$ cat config.mk
export PLATFORM = sky130hd
export DESIGN_NAME = av_sync_sample_count_corrector
export DESIGN_NICKNAME = d
export VERILOG_FILES = /design/src/hw/rtl/avsc_pkg.sv /design/src/hw/rtl/avsc_ser_mul.sv /design/src/hw/rtl/avsc_const_div.sv /design/src/hw/rtl/av_sync_sample_count_corrector.sv
export SDC_FILE = /design/constraint.sdc
export NUM_CORES = 2
export LEC_CHECK = 0
export BUFFER_PORTS_ARGS = -buffer_cell sky130_fd_sc_hd__buf_2
export CORE_MARGIN = 2
export CORE_UTILIZATION = 50
export CTS_BUF_LIST = sky130_fd_sc_hd__clkbuf_8
export CTS_CLUSTER_SIZE = 28
export DETAILED_ROUTE_END_ITERATION = 16
export GPL_TIMING_DRIVEN = 0
export PLACE_DENSITY = 0.67
export SYNTH_ARGS = -nofsm -noshare
export SYNTH_HDL_FRONTEND = slang
export SYNTH_SLANG_ARGS = --single-unit
$ cat constraint.sdc
create_clock -name clk -period 12.76 [get_ports clk]
set_clock_uncertainty 0.15 [all_clocks]
set_input_delay 0 -clock clk [delete_from_list [all_inputs] [get_ports clk]]
set_output_delay 0 -clock clk [all_outputs]
set_load 0.1 [all_outputs]
$ cat src/hw/rtl/avsc_pkg.sv
// ----------------------------------------------------------------------------
// avsc_pkg
// Shared widths, constants and register codes for the A/V sync sample-count
// corrector.
// ----------------------------------------------------------------------------
package avsc_pkg;

	localparam int COEF_BITS = 16;                  // avg_coef fraction bits
	localparam int SUM_W     = 48;
	localparam int DIFF_W    = 32;
	localparam int N_W       = 16;
	localparam int OUT_W     = 17;
	localparam int CNT_W     = 8;
	localparam int THR_W     = 31;
	localparam int RATE_W    = 18;
	localparam int WGT_W     = COEF_BITS + 1;       // 2^16 - coef needs 17 bits
	localparam int PSUM_W    = 64;                  // sum * weight product
	localparam int PCORR_W   = DIFF_W + RATE_W;     // diff * rate product
	localparam int LIM_W     = 23;                  // n * 110 fits here
	localparam int ADDR_W    = 5;
	localparam int DATA_W    = 32;
	localparam int IN_DATA_W = 48;
	localparam int IN_USER_W = 2;
	localparam int OUT_DATA_W = 24;

	localparam int PCT_BASE = 100;
	localparam int PCT_LO   = 90;
	localparam int PCT_HI   = 110;

	localparam logic [OUT_W-1:0] OUT_MAX = 17'd72088;

	localparam logic signed [SUM_W-1:0] SUM_MAX = {1'b0, {(SUM_W-1){1'b1}}};
	localparam logic signed [SUM_W-1:0] SUM_MIN = {1'b1, {(SUM_W-1){1'b0}}};

	localparam logic [COEF_BITS-1:0] RST_AVG_COEF = 16'd52034;
	localparam logic [THR_W-1:0]     RST_AVG_THR  = 31'd1522;
	localparam logic [THR_W-1:0]     RST_NOSYNC   = 31'd655360;
	localparam logic [CNT_W-1:0]     RST_WARMUP   = 8'd20;
	localparam logic [RATE_W-1:0]    RST_RATE     = 18'd44100;

	typedef enum logic [2:0] {
		REG_AVG_COEF    = 3'd0,
		REG_AVG_THR     = 3'd1,
		REG_NOSYNC_THR  = 3'd2,
		REG_WARMUP      = 3'd3,
		REG_SAMPLE_RATE = 3'd4
	} reg_idx_t;

endpackage

$ cat src/hw/rtl/avsc_ser_mul.sv
// ----------------------------------------------------------------------------
// avsc_ser_mul
// Bit-serial multiplier: signed multiplicand times unsigned multiplier,
// one multiplier bit per cycle, MSB first.
// ----------------------------------------------------------------------------
module avsc_ser_mul #(
	parameter int AW = 48,
	parameter int BW = 17,
	parameter int PW = 64
) (
	input  logic                 clk,
	input  logic                 arst_n,
	input  logic                 start,
	input  logic signed [AW-1:0] a,
	input  logic [BW-1:0]        b,
	output logic                 busy,
	output logic signed [PW-1:0] p
);

	localparam int CW = $clog2(BW + 1);

	logic signed [PW-1:0] a_q;
	logic signed [PW-1:0] acc_q;
	logic [BW-1:0]        b_q;
	logic [CW-1:0]        cnt_q;
	logic signed [PW-1:0] addend;

	assign addend = b_q[BW-1] ? a_q : {PW{1'b0}};
	assign busy   = (cnt_q != '0);
	assign p      = acc_q;

	always_ff @(posedge clk or negedge arst_n) begin
		if (!arst_n) begin
			cnt_q <= '0;
		end else if (start) begin
			cnt_q <= CW'(BW);
		end else if (busy) begin
			cnt_q <= cnt_q - 1'b1;
		end
	end

	always_ff @(posedge clk) begin
		if (start) begin
			a_q   <= PW'(a);
			b_q   <= b;
			acc_q <= '0;
		end else if (busy) begin
			acc_q <= (acc_q <<< 1) + addend;
			b_q   <= b_q << 1;
		end
	end

endmodule

$ cat src/hw/rtl/avsc_const_div.sv
// ----------------------------------------------------------------------------
// avsc_const_div
// Restoring divider by a fixed divisor, one quotient bit per cycle.
// ----------------------------------------------------------------------------
module avsc_const_div #(
	parameter int XW      = 23,
	parameter int DIVISOR = 100
) (
	input  logic          clk,
	input  logic          arst_n,
	input  logic          start,
	input  logic [XW-1:0] x,
	output logic          busy,
	output logic [XW-1:0] q
);

	localparam int RW = $clog2(DIVISOR);
	localparam int CW = $clog2(XW + 1);
	localparam logic [RW:0] DIV_C = (RW+1)'(DIVISOR);

	logic [XW-1:0] x_q;
	logic [XW-1:0] q_q;
	logic [RW-1:0] rem_q;
	logic [CW-1:0] cnt_q;
	logic [RW:0]   trial;
	logic          ge;
	logic [RW:0]   diff;

	assign trial = {rem_q, x_q[XW-1]};
	assign ge    = (trial >= DIV_C);
	assign diff  = trial - DIV_C;
	assign busy  = (cnt_q != '0);
	assign q     = q_q;

	always_ff @(posedge clk or negedge arst_n) begin
		if (!arst_n) begin
			cnt_q <= '0;
		end else if (start) begin
			cnt_q <= CW'(XW);
		end else if (busy) begin
			cnt_q <= cnt_q - 1'b1;
		end
	end

	always_ff @(posedge clk) begin
		if (start) begin
			x_q   <= x;
			q_q   <= '0;
			rem_q <= '0;
		end else if (busy) begin
			x_q   <= x_q << 1;
			q_q   <= {q_q[XW-2:0], ge};
			rem_q <= ge ? diff[RW-1:0] : trial[RW-1:0];
		end
	end

endmodule

$ cat src/hw/rtl/av_sync_sample_count_corrector.sv
// ----------------------------------------------------------------------------
// av_sync_sample_count_corrector
// Corrects the per-frame audio sample count from a smoothed audio-minus-master
// clock difference, clipped to 90%..110% of the frame's count.
// ----------------------------------------------------------------------------
// Path from acceptance to m_tvalid: master, invalid or out-of-range words go
// straight to S_DONE; warm-up words pass S_RUN1 and S_UPD; words whose average is
// checked go on through S_AVGST, S_RUN2, S_AVG and S_CHK. The bit-serial divides
// by 100 and the serial multipliers set how long S_RUN1 and S_RUN2 last. One word
// in flight at a time; the next word can be taken in the cycle the result is presented.
// Reset: registers to defaults, weighted sum and warm-up counter to zero.
// ----------------------------------------------------------------------------
module av_sync_sample_count_corrector #(
	parameter int FRAC_BITS = 16
) (
	input  logic                            clk,
	input  logic                            arst_n,
	// stream in
	input  logic                            s_tvalid,
	output logic                            s_tready,
	input  logic [avsc_pkg::IN_DATA_W-1:0]  s_tdata,  // clock_diff[31:0], frame_samples[47:32]
	input  logic [avsc_pkg::IN_USER_W-1:0]  s_tuser,  // audio_is_master[0], diff_valid[1]
	// stream out
	output logic                            m_tvalid,
	input  logic                            m_tready,
	output logic [avsc_pkg::OUT_DATA_W-1:0] m_tdata,  // wanted_samples[16:0], zero pad
	// config
	input  logic                            psel,
	input  logic                            penable,
	input  logic                            pwrite,
	input  logic [avsc_pkg::ADDR_W-1:0]     paddr,
	input  logic [avsc_pkg::DATA_W-1:0]     pwdata,
	output logic [avsc_pkg::DATA_W-1:0]     prdata,
	output logic                            pready
);

	import avsc_pkg::*;

	localparam int CORR_W = PCORR_W - FRAC_BITS;
	localparam int CAND_W = CORR_W + 1;

	typedef enum logic [2:0] {
		S_IDLE,
		S_RUN1,
		S_UPD,
		S_AVGST,
		S_RUN2,
		S_AVG,
		S_CHK,
		S_DONE
	} state_t;

	state_t state_q;

	// config registers
	logic [COEF_BITS-1:0] coef_q;
	logic [THR_W-1:0]     avg_thr_q;
	logic [THR_W-1:0]     nosync_q;
	logic [CNT_W-1:0]     warmup_q;
	logic [RATE_W-1:0]    rate_q;
	logic                 cfg_wr;
	reg_idx_t             cfg_idx;

	assign pready  = 1'b1;
	assign cfg_wr  = psel & penable & pwrite & pready;
	assign cfg_idx = reg_idx_t'(paddr[ADDR_W-1:2]);

	always_ff @(posedge clk or negedge arst_n) begin
		if (!arst_n) begin
			coef_q    <= RST_AVG_COEF;
			avg_thr_q <= RST_AVG_THR;
			nosync_q  <= RST_NOSYNC;
			warmup_q  <= RST_WARMUP;
			rate_q    <= RST_RATE;
		end else if (cfg_wr) begin
			unique case (cfg_idx)
				REG_AVG_COEF:    coef_q    <= pwdata[COEF_BITS-1:0];
				REG_AVG_THR:     avg_thr_q <= pwdata[THR_W-1:0];
				REG_NOSYNC_THR:  nosync_q  <= pwdata[THR_W-1:0];
				REG_WARMUP:      warmup_q  <= pwdata[CNT_W-1:0];
				REG_SAMPLE_RATE: rate_q    <= pwdata[RATE_W-1:0];
				default: ;
			endcase
		end
	end

	always_comb begin
		unique case (cfg_idx)
			REG_AVG_COEF:    prdata = DATA_W'(coef_q);
			REG_AVG_THR:     prdata = DATA_W'(avg_thr_q);
			REG_NOSYNC_THR:  prdata = DATA_W'(nosync_q);
			REG_WARMUP:      prdata = DATA_W'(warmup_q);
			REG_SAMPLE_RATE: prdata = DATA_W'(rate_q);
			default:         prdata = '0;
		endcase
	end

	// input word fields
	logic                     in_acc;
	logic                     in_master;
	logic                     in_dvalid;
	logic signed [DIFF_W-1:0] in_diff;
	logic [N_W-1:0]           in_n;
	logic [DIFF_W-1:0]        in_mag;
	logic                     go;

	assign s_tready  = (state_q == S_IDLE);
	assign in_acc    = s_tvalid & s_tready;
	assign in_master = s_tuser[0];
	assign in_dvalid = s_tuser[1];
	assign in_diff   = s_tdata[DIFF_W-1:0];
	assign in_n      = s_tdata[DIFF_W +: N_W];
	// |-2^31| = 2^31 still fits the unsigned magnitude
	assign in_mag    = in_diff[DIFF_W-1] ? (~in_diff + 1'b1) : in_diff;
	assign go        = in_acc & ~in_master & in_dvalid & (in_mag < {1'b0, nosync_q});

	// state
	logic signed [SUM_W-1:0]  sum_q;
	logic [CNT_W-1:0]         cnt_q;
	logic signed [DIFF_W-1:0] diff_q;
	logic [N_W-1:0]           n_q;
	logic signed [CORR_W-1:0] corr_q;
	logic signed [CAND_W-1:0] cand_q;
	logic signed [SUM_W-1:0]  avg_q;
	logic [OUT_W-1:0]         wanted_q;
	logic                     m_tvalid_q;
	logic [OUT_W-1:0]         m_data_q;

	// shared serial multiplier: coef * sum, then (2^16 - coef) * sum
	logic                     mul_start;
	logic [WGT_W-1:0]         mul_b;
	logic                     mul_busy;
	logic signed [PSUM_W-1:0] mul_p;

	assign mul_start = go | (state_q == S_AVGST);
	assign mul_b     = (state_q == S_AVGST) ? (WGT_W'(1 << COEF_BITS) - {1'b0, coef_q})
	                                        : {1'b0, coef_q};

	avsc_ser_mul #(.AW(SUM_W), .BW(WGT_W), .PW(PSUM_W)) u_sum_mul (
		.clk    (clk),
		.arst_n (arst_n),
		.start  (mul_start),
		.a      (sum_q),
		.b      (mul_b),
		.busy   (mul_busy),
		.p      (mul_p)
	);

	logic                      cmul_busy;
	logic signed [PCORR_W-1:0] cmul_p;

	avsc_ser_mul #(.AW(DIFF_W), .BW(RATE_W), .PW(PCORR_W)) u_corr_mul (
		.clk    (clk),
		.arst_n (arst_n),
		.start  (go),
		.a      (in_diff),
		.b      (rate_q),
		.busy   (cmul_busy),
		.p      (cmul_p)
	);

	logic [LIM_W-1:0] lo_x, hi_x, lo_q, hi_q;
	logic             lo_busy, hi_busy;

	assign lo_x = LIM_W'(in_n) * LIM_W'(PCT_LO);
	assign hi_x = LIM_W'(in_n) * LIM_W'(PCT_HI);

	avsc_const_div #(.XW(LIM_W), .DIVISOR(PCT_BASE)) u_lo_div (
		.clk    (clk),
		.arst_n (arst_n),
		.start  (go),
		.x      (lo_x),
		.busy   (lo_busy),
		.q      (lo_q)
	);

	avsc_const_div #(.XW(LIM_W), .DIVISOR(PCT_BASE)) u_hi_div (
		.clk    (clk),
		.arst_n (arst_n),
		.start  (go),
		.x      (hi_x),
		.busy   (hi_busy),
		.q      (hi_q)
	);

	logic any_busy;
	assign any_busy = mul_busy | cmul_busy | lo_busy | hi_busy;

	// sum update: round half up, add diff, saturate to 48 bits
	logic signed [PSUM_W-1:0] p_rnd;
	logic [SUM_W-1:0]         p_sh;
	logic signed [SUM_W:0]    s_ext;
	logic signed [SUM_W-1:0]  s_sat;

	assign p_rnd = mul_p + PSUM_W'(1 << (COEF_BITS - 1));
	assign p_sh  = p_rnd[COEF_BITS +: SUM_W];
	assign s_ext = $signed({p_sh[SUM_W-1], p_sh})
	             + $signed({{(SUM_W+1-DIFF_W){diff_q[DIFF_W-1]}}, diff_q});

	always_comb begin
		if (s_ext[SUM_W] != s_ext[SUM_W-1]) begin
			s_sat = s_ext[SUM_W] ? SUM_MIN : SUM_MAX;
		end else begin
			s_sat = s_ext[SUM_W-1:0];
		end
	end

	// correction: truncate toward zero by biasing negatives
	logic [PCORR_W-1:0] corr_full;
	assign corr_full = cmul_p
	                 + {{(PCORR_W-FRAC_BITS){1'b0}}, {FRAC_BITS{cmul_p[PCORR_W-1]}}};

	// average check and clamp
	logic [SUM_W-1:0]         avg_mag;
	logic signed [CAND_W-1:0] lo_s, hi_s;
	logic [OUT_W-1:0]         clamped;

	assign avg_mag = avg_q[SUM_W-1] ? (~avg_q + 1'b1) : avg_q;
	assign lo_s    = $signed(CAND_W'(lo_q[OUT_W-1:0]));
	assign hi_s    = $signed(CAND_W'(hi_q[OUT_W-1:0]));

	always_comb begin
		if (cand_q < lo_s) begin
			clamped = lo_q[OUT_W-1:0];
		end else if (cand_q > hi_s) begin
			clamped = hi_q[OUT_W-1:0];
		end else begin
			clamped = cand_q[OUT_W-1:0];
		end
	end

	always_ff @(posedge clk or negedge arst_n) begin
		if (!arst_n) begin
			state_q    <= S_IDLE;
			sum_q      <= '0;
			cnt_q      <= '0;
			diff_q     <= '0;
			n_q        <= '0;
			corr_q     <= '0;
			cand_q     <= '0;
			avg_q      <= '0;
			wanted_q   <= '0;
			m_tvalid_q <= 1'b0;
			m_data_q   <= '0;
		end else begin
			// S_DONE reloads the output slot itself when it frees up
			if (m_tvalid_q && m_tready && state_q != S_DONE) begin
				m_tvalid_q <= 1'b0;
			end
			unique case (state_q)
				S_IDLE: begin
					if (in_acc) begin
						diff_q   <= in_diff;
						n_q      <= in_n;
						wanted_q <= in_n;
						if (go) begin
							state_q <= S_RUN1;
						end else begin
							if (!in_master) begin
								sum_q <= '0;
								cnt_q <= '0;
							end
							state_q <= S_DONE;
						end
					end
				end
				S_RUN1: begin
					if (!any_busy) begin
						state_q <= S_UPD;
					end
				end
				S_UPD: begin
					sum_q  <= s_sat;
					corr_q <= corr_full[FRAC_BITS +: CORR_W];
					if (cnt_q < warmup_q) begin
						cnt_q   <= cnt_q + 1'b1;
						state_q <= S_DONE;
					end else begin
						state_q <= S_AVGST;
					end
				end
				S_AVGST: begin
					cand_q  <= CAND_W'(corr_q) + $signed(CAND_W'(n_q));
					state_q <= S_RUN2;
				end
				S_RUN2: begin
					if (!mul_busy) begin
						state_q <= S_AVG;
					end
				end
				S_AVG: begin
					avg_q   <= p_sh;
					state_q <= S_CHK;
				end
				S_CHK: begin
					if (avg_mag >= {{(SUM_W-THR_W){1'b0}}, avg_thr_q}) begin
						wanted_q <= clamped;
					end
					state_q <= S_DONE;
				end
				S_DONE: begin
					if (!m_tvalid_q || m_tready) begin
						m_tvalid_q <= 1'b1;
						m_data_q   <= wanted_q;
						state_q    <= S_IDLE;
					end
				end
				default: state_q <= S_IDLE;
			endcase
		end
	end

	assign m_tvalid = m_tvalid_q;
	assign m_tdata  = OUT_DATA_W'(m_data_q);

	// serial units only run inside the two compute phases
	a_units_in_run: assert property (@(posedge clk) disable iff (!arst_n)
		any_busy |-> (state_q == S_RUN1 || state_q == S_RUN2))
		else $error("serial unit busy outside a compute phase");

	// clamp and pass-through keep the count within 110% of a full frame
	a_out_range: assert property (@(posedge clk) disable iff (!arst_n)
		m_tvalid |-> (m_tdata[OUT_W-1:0] <= OUT_MAX))
		else $error("wanted_samples out of range");

	// a master-mode word leaves the averaging state alone
	a_master_keeps_state: assert property (@(posedge clk) disable iff (!arst_n)
		(in_acc && in_master) |=> ($stable(sum_q) && $stable(cnt_q)))
		else $error("master word changed averaging state");

endmodule
==> summary.md <==
| Metric | Value |
|---|---|
| Status | complete, no violations |
| Post-synthesis register bit count | 704 |
| Antenna Violating Nets Remaining | 0 |
| Power density over the cells | 272 nW/µm² |
| Synth async-reset ratio | 54.4% |
| CORE AREA | 93500 µm² |
| Setup CP Type | primary input to flip-flop |
| Pre-antenna DRT Iters | 8 |
| Total GRT Usage | 29.9% |
| Final-layout fill cell count | 8461 |
| Logic gate share of total power | 55.6% |
| Final setup violation count | 0 |
| Worst-Skew Late Latency | 0.84 ns |
| Netlist cell types | 89 |
| Starting Density | 50.6% |
| DIE WIDTH | 312 µm |
| CP max stage delay | 0.89 ns |
| Final period util | 58.9% |
| Syn Inst Count | 5219 |
| Peak VDD IR | 0.155 mV |
| Critical Path Slowest Stage Cell | nand2_1 |
| Routed Wire Length | 147000 µm |
| Final Max Tran Viols | 0 |
| Number of CTS-inserted buffers | 131 |
| Avg Cell Area, Syn | 9.06 µm² |
| Final #Nets | 6231 |
| Number of synthesized flops with an enable pin | 159 |
| Pin count of the biggest net entering global routing | 117 |
| Final cell count without fillers | 7041 |
| Dpl cells | 6627 |
| Remaining routing DRC violations | 0 |
| Dominant synthesized flop cell | dfrtp_1 |
| Vias in the first global route | 39600 |
| Slew at the pin closest to its max-slew limit | 1.47 ns |
| DP Area | 49800 µm² |
| Mapped Area | 47300 µm² |
| TritonCTS sink count | 704 |
| CTS tree | done |
| GPL Wtd Cong | 0.951 |
| CTS clk-pin slew, worst paths | 0.06 ns |
| Final setup TNS | 0 ns |
| Most frequent cells in the layout | 678 x nand2_1, 396 x ha_1, 381 x inv_1, 363 x a21oi_1, 359 x dfrtp_1 |
| Slew Limit Headroom | 1.74% |
| Max Buffers Root-to-Sink | 3 |
| Final min period | 7.52 ns |
| Hold Path Class | primary input to flip-flop |
| Clock Power Share | 15.3% |
| WL/cell | 20.9 µm |
| Via count | 40800 |
| First DRT Iteration DRCs | 3500 |
| RSZ-0062 raised after global routing | no |
| Initial antenna violation count | 6 |
| P_int | 7.91 mW |
| Critical Path RT | 12.90 ns |
| Via density | 5.79 |
| Crit-path leading delay family | buffers and inverters |
| Die H | 312 µm |
| Worst setup SP type | primary input |
| CP Capture Type | flip-flop |
| Sequential share of power | 29.1% |
| Global-route wire length before repair | 226000 µm |
| Cell mode on critical path | or2_2 |
| Leakage power | 24.6 nW |
| H-tree depth | 4 |
| Synth Warn # | 0 |
| Sw frac | 46.2% |
| Worst path bufs/invs | 8 |
| # rows | 112 |
| Layout cells sized above 1 | 10.1% |
| Register area share after synthesis | 37.3% |
| Cells along the critical path | dlygate4sd3_1, buf_2, dlygate4sd3_1, inv_1, ha_1, nand2_1, or2_2, or3_1, or4_1, or2_2, clkbuf_1, o41ai_1, xnor2_1, ha_1, nand4_1, or2_2, a31oi_1, o22a_1, clkbuf_1, buf_2, buf_1, nand2_1 |
| Crit path max fanout | 22 |
| Ports | 153 |
| Total grt overflow | 0 |
| Final Cell Area | 54100 µm² |
| Crit path DAT | 7.65 ns |
| F_max | 0.133 GHz |
| Layout area overhead | 14.5% |
| Core Util, Final | 57.9% |
| Commonest non-fill, non-tap cell in the layout | nand2_1 |
| Die area | 97000 µm² |
| Detail Placement HPWL | 111000 µm |
| Clk Tree Root Cell | clkbuf_8 |
| Final hold vios | 0 |
| PortBufs | 139 |
| Max-cap viol count | 0 |
| Switching power | 6.79 mW |
## routing by layer
metal / wire, µm / part of all wire (%) / track usage (%)
met3: 9890 / 6.7 / 5.01
met2: 67700 / 46 / 48.9
met5: 7 / 0.0048 / 0
met1: 61700 / 42 / 38.4
met4: 7720 / 5.2 / 15.1
## synth_stat cells (11+ instances only)
cell | instances | share of area, %
nor2b_1 | 45 | 0.60
a211oi_1 | 56 | 0.89
fa_1 | 70 | 3.0
or4_1 | 17 | 0.27
o21a_1 | 33 | 0.52
or3_1 | 34 | 0.45
o21bai_1 | 35 | 0.56
dfxtp_1 | 162 | 6.9
nand2_1 | 678 | 5.4
ha_1 | 396 | 10
o41ai_1 | 17 | 0.31
xnor2_1 | 231 | 4.3
o21ai_0 | 347 | 3.7
nand3b_1 | 11 | 0.17
a2111oi_0 | 11 | 0.20
dfstp_2 | 24 | 1.3
clkbuf_1 | 183 | 1.5
a21oi_1 | 363 | 3.8
nor3_1 | 66 | 0.70
mux2_2 | 138 | 3.3
a21o_1 | 134 | 2.1
and3_1 | 33 | 0.44
nor4_1 | 29 | 0.38
a221o_1 | 47 | 1.0
nor2_1 | 329 | 2.6
buf_1 | 26 | 0.21
o22ai_1 | 28 | 0.37
a22oi_1 | 21 | 0.33
o22a_1 | 33 | 0.61
a31oi_1 | 44 | 0.58
dfrtp_1 | 359 | 19
o31ai_1 | 34 | 0.54
or2_2 | 16 | 0.21
nand3_1 | 105 | 1.1
and2_1 | 98 | 1.3
xor2_1 | 116 | 2.1
nand4_1 | 68 | 0.90
a211o_1 | 12 | 0.22
o211ai_1 | 16 | 0.25
inv_1 | 333 | 2.6
nand2b_1 | 46 | 0.61
edfxtp_1 | 159 | 10
buf_2 | 19 | 0.20
mux2i_1 | 48 | 1.0
and4_1 | 11 | 0.20
## through the flow
step	hold slack (ns)	worst slack, ns	total power [mW]
after floorplan	-0.446	5.72	10.2
after global placement	0.0767	3.61	12.1
after detailed placement	-0.184	5.39	12.3
after CTS	0.00262	5.30	14.6
after global routing	0.0744	4.95	15.9
final	0.0600	5.24	14.7
## flip-flops by register name (all words and copies together) (netlist names), 17 cells and up
name,flops
u_sum_mul.b_q,17
avg_q,48
u_corr_mul.b_q,18
u_sum_mul.a_q,48
rate_q,18
u_lo_div.q,17
u_hi_div.x_q,22
u_sum_mul.p,64
u_corr_mul.p,50
cand_q,35
sum_q,48
wanted_q,17
corr_q,34
nosync_q,31
diff_q,32
u_hi_div.q,17
m_data_q,17
u_corr_mul.a_q,32
avg_thr_q,31
u_lo_div.x_q,22
## cell type report
| type | count | area [µm²] | share of cell area (%) |
|---|---|---|---|
| repair buffers | 312 | 2520 | 4.66 |
| plain buffers | 239 | 972 | 1.80 |
| well taps | 1254 | 1570 | 2.90 |
| clock buffers | 161 | 2220 | 4.09 |
| multi-input cells | 3949 | 27500 | 50.8 |
| clock inverters | 82 | 468 | 0.865 |
| flip-flops and latches | 704 | 17600 | 32.6 |
| inverters | 334 | 1250 | 2.32 |
| diodes | 6 | 15.0 | 0.0277 |
## worst register-to-register path, stage by stage (launching register included)
cell and delay, ns:
dfxtp_1 0.43, nand3_1 0.15, or3_1 0.35, nor2_1 0.30
nand3_1 0.33, nor4_1 0.91, nand3_1 0.22, or2_2 0.35
xnor2_1 0.18, ha_1 0.43, nand2_1 0.14, o21ai_0 0.20
a21oi_1 0.08, o21ai_0 0.19, a21oi_1 0.09, o21ai_0 0.15
a21oi_1 0.13, o2bb2ai_1 0.92, o21a_1 0.24, buf_2 0.23
buf_2 0.30, a221o_1 0.21
## kinds of logic after synthesis
group	after synthesis	share of synthesized area, %
and+or+nand+nor	1623	16.1
adders and majority gates	466	13.4
DFF	704	37.3
other	2	0.0159
AOI/OAI and AO/OA	1318	17.7
buffers and inverters	573	4.70
muxes	186	4.30
xor gates and xnor gates	347	6.43
## final timing paths
kind	endpoint	from	cells past startpoint	slack, ns
max	u_hi_div.x_q[21]	s_tdata[0]	22	5.24
min in group asynchronous	wanted_q[13]	arst_n	4	0.15
min	n_q[7]	s_tdata[39]	4	0.06
min reg2reg	u_sum_mul.a_q[1]	sum_q[1]	0	0.30
max in group asynchronous	sum_q[0]	arst_n	6	10.69
max reg2reg	sum_q[46]	u_sum_mul.p[20]	21	5.98
## timing repair
item / 4_1_cts / 5_1_grt
buffers inserted: 0 / 0
hold endpoints to repair: 411 / 0
hold buffers: 165 / 0
resized for setup: 0 / 0
## power groups by stage
stage | sequential, mW | clock, mW | combinational (mW)
finish | 4.28 | 2.25 | 8.18
CTS | 4.25 | 2.28 | 8.10
floorplan | 4.14 | 0 | 6.02
detailed placement | 4.27 | 0 | 7.99
global route | 4.38 | 2.39 | 9.10
global placement | 4.25 | 0 | 7.85
(Power assumes the default switching activity.)
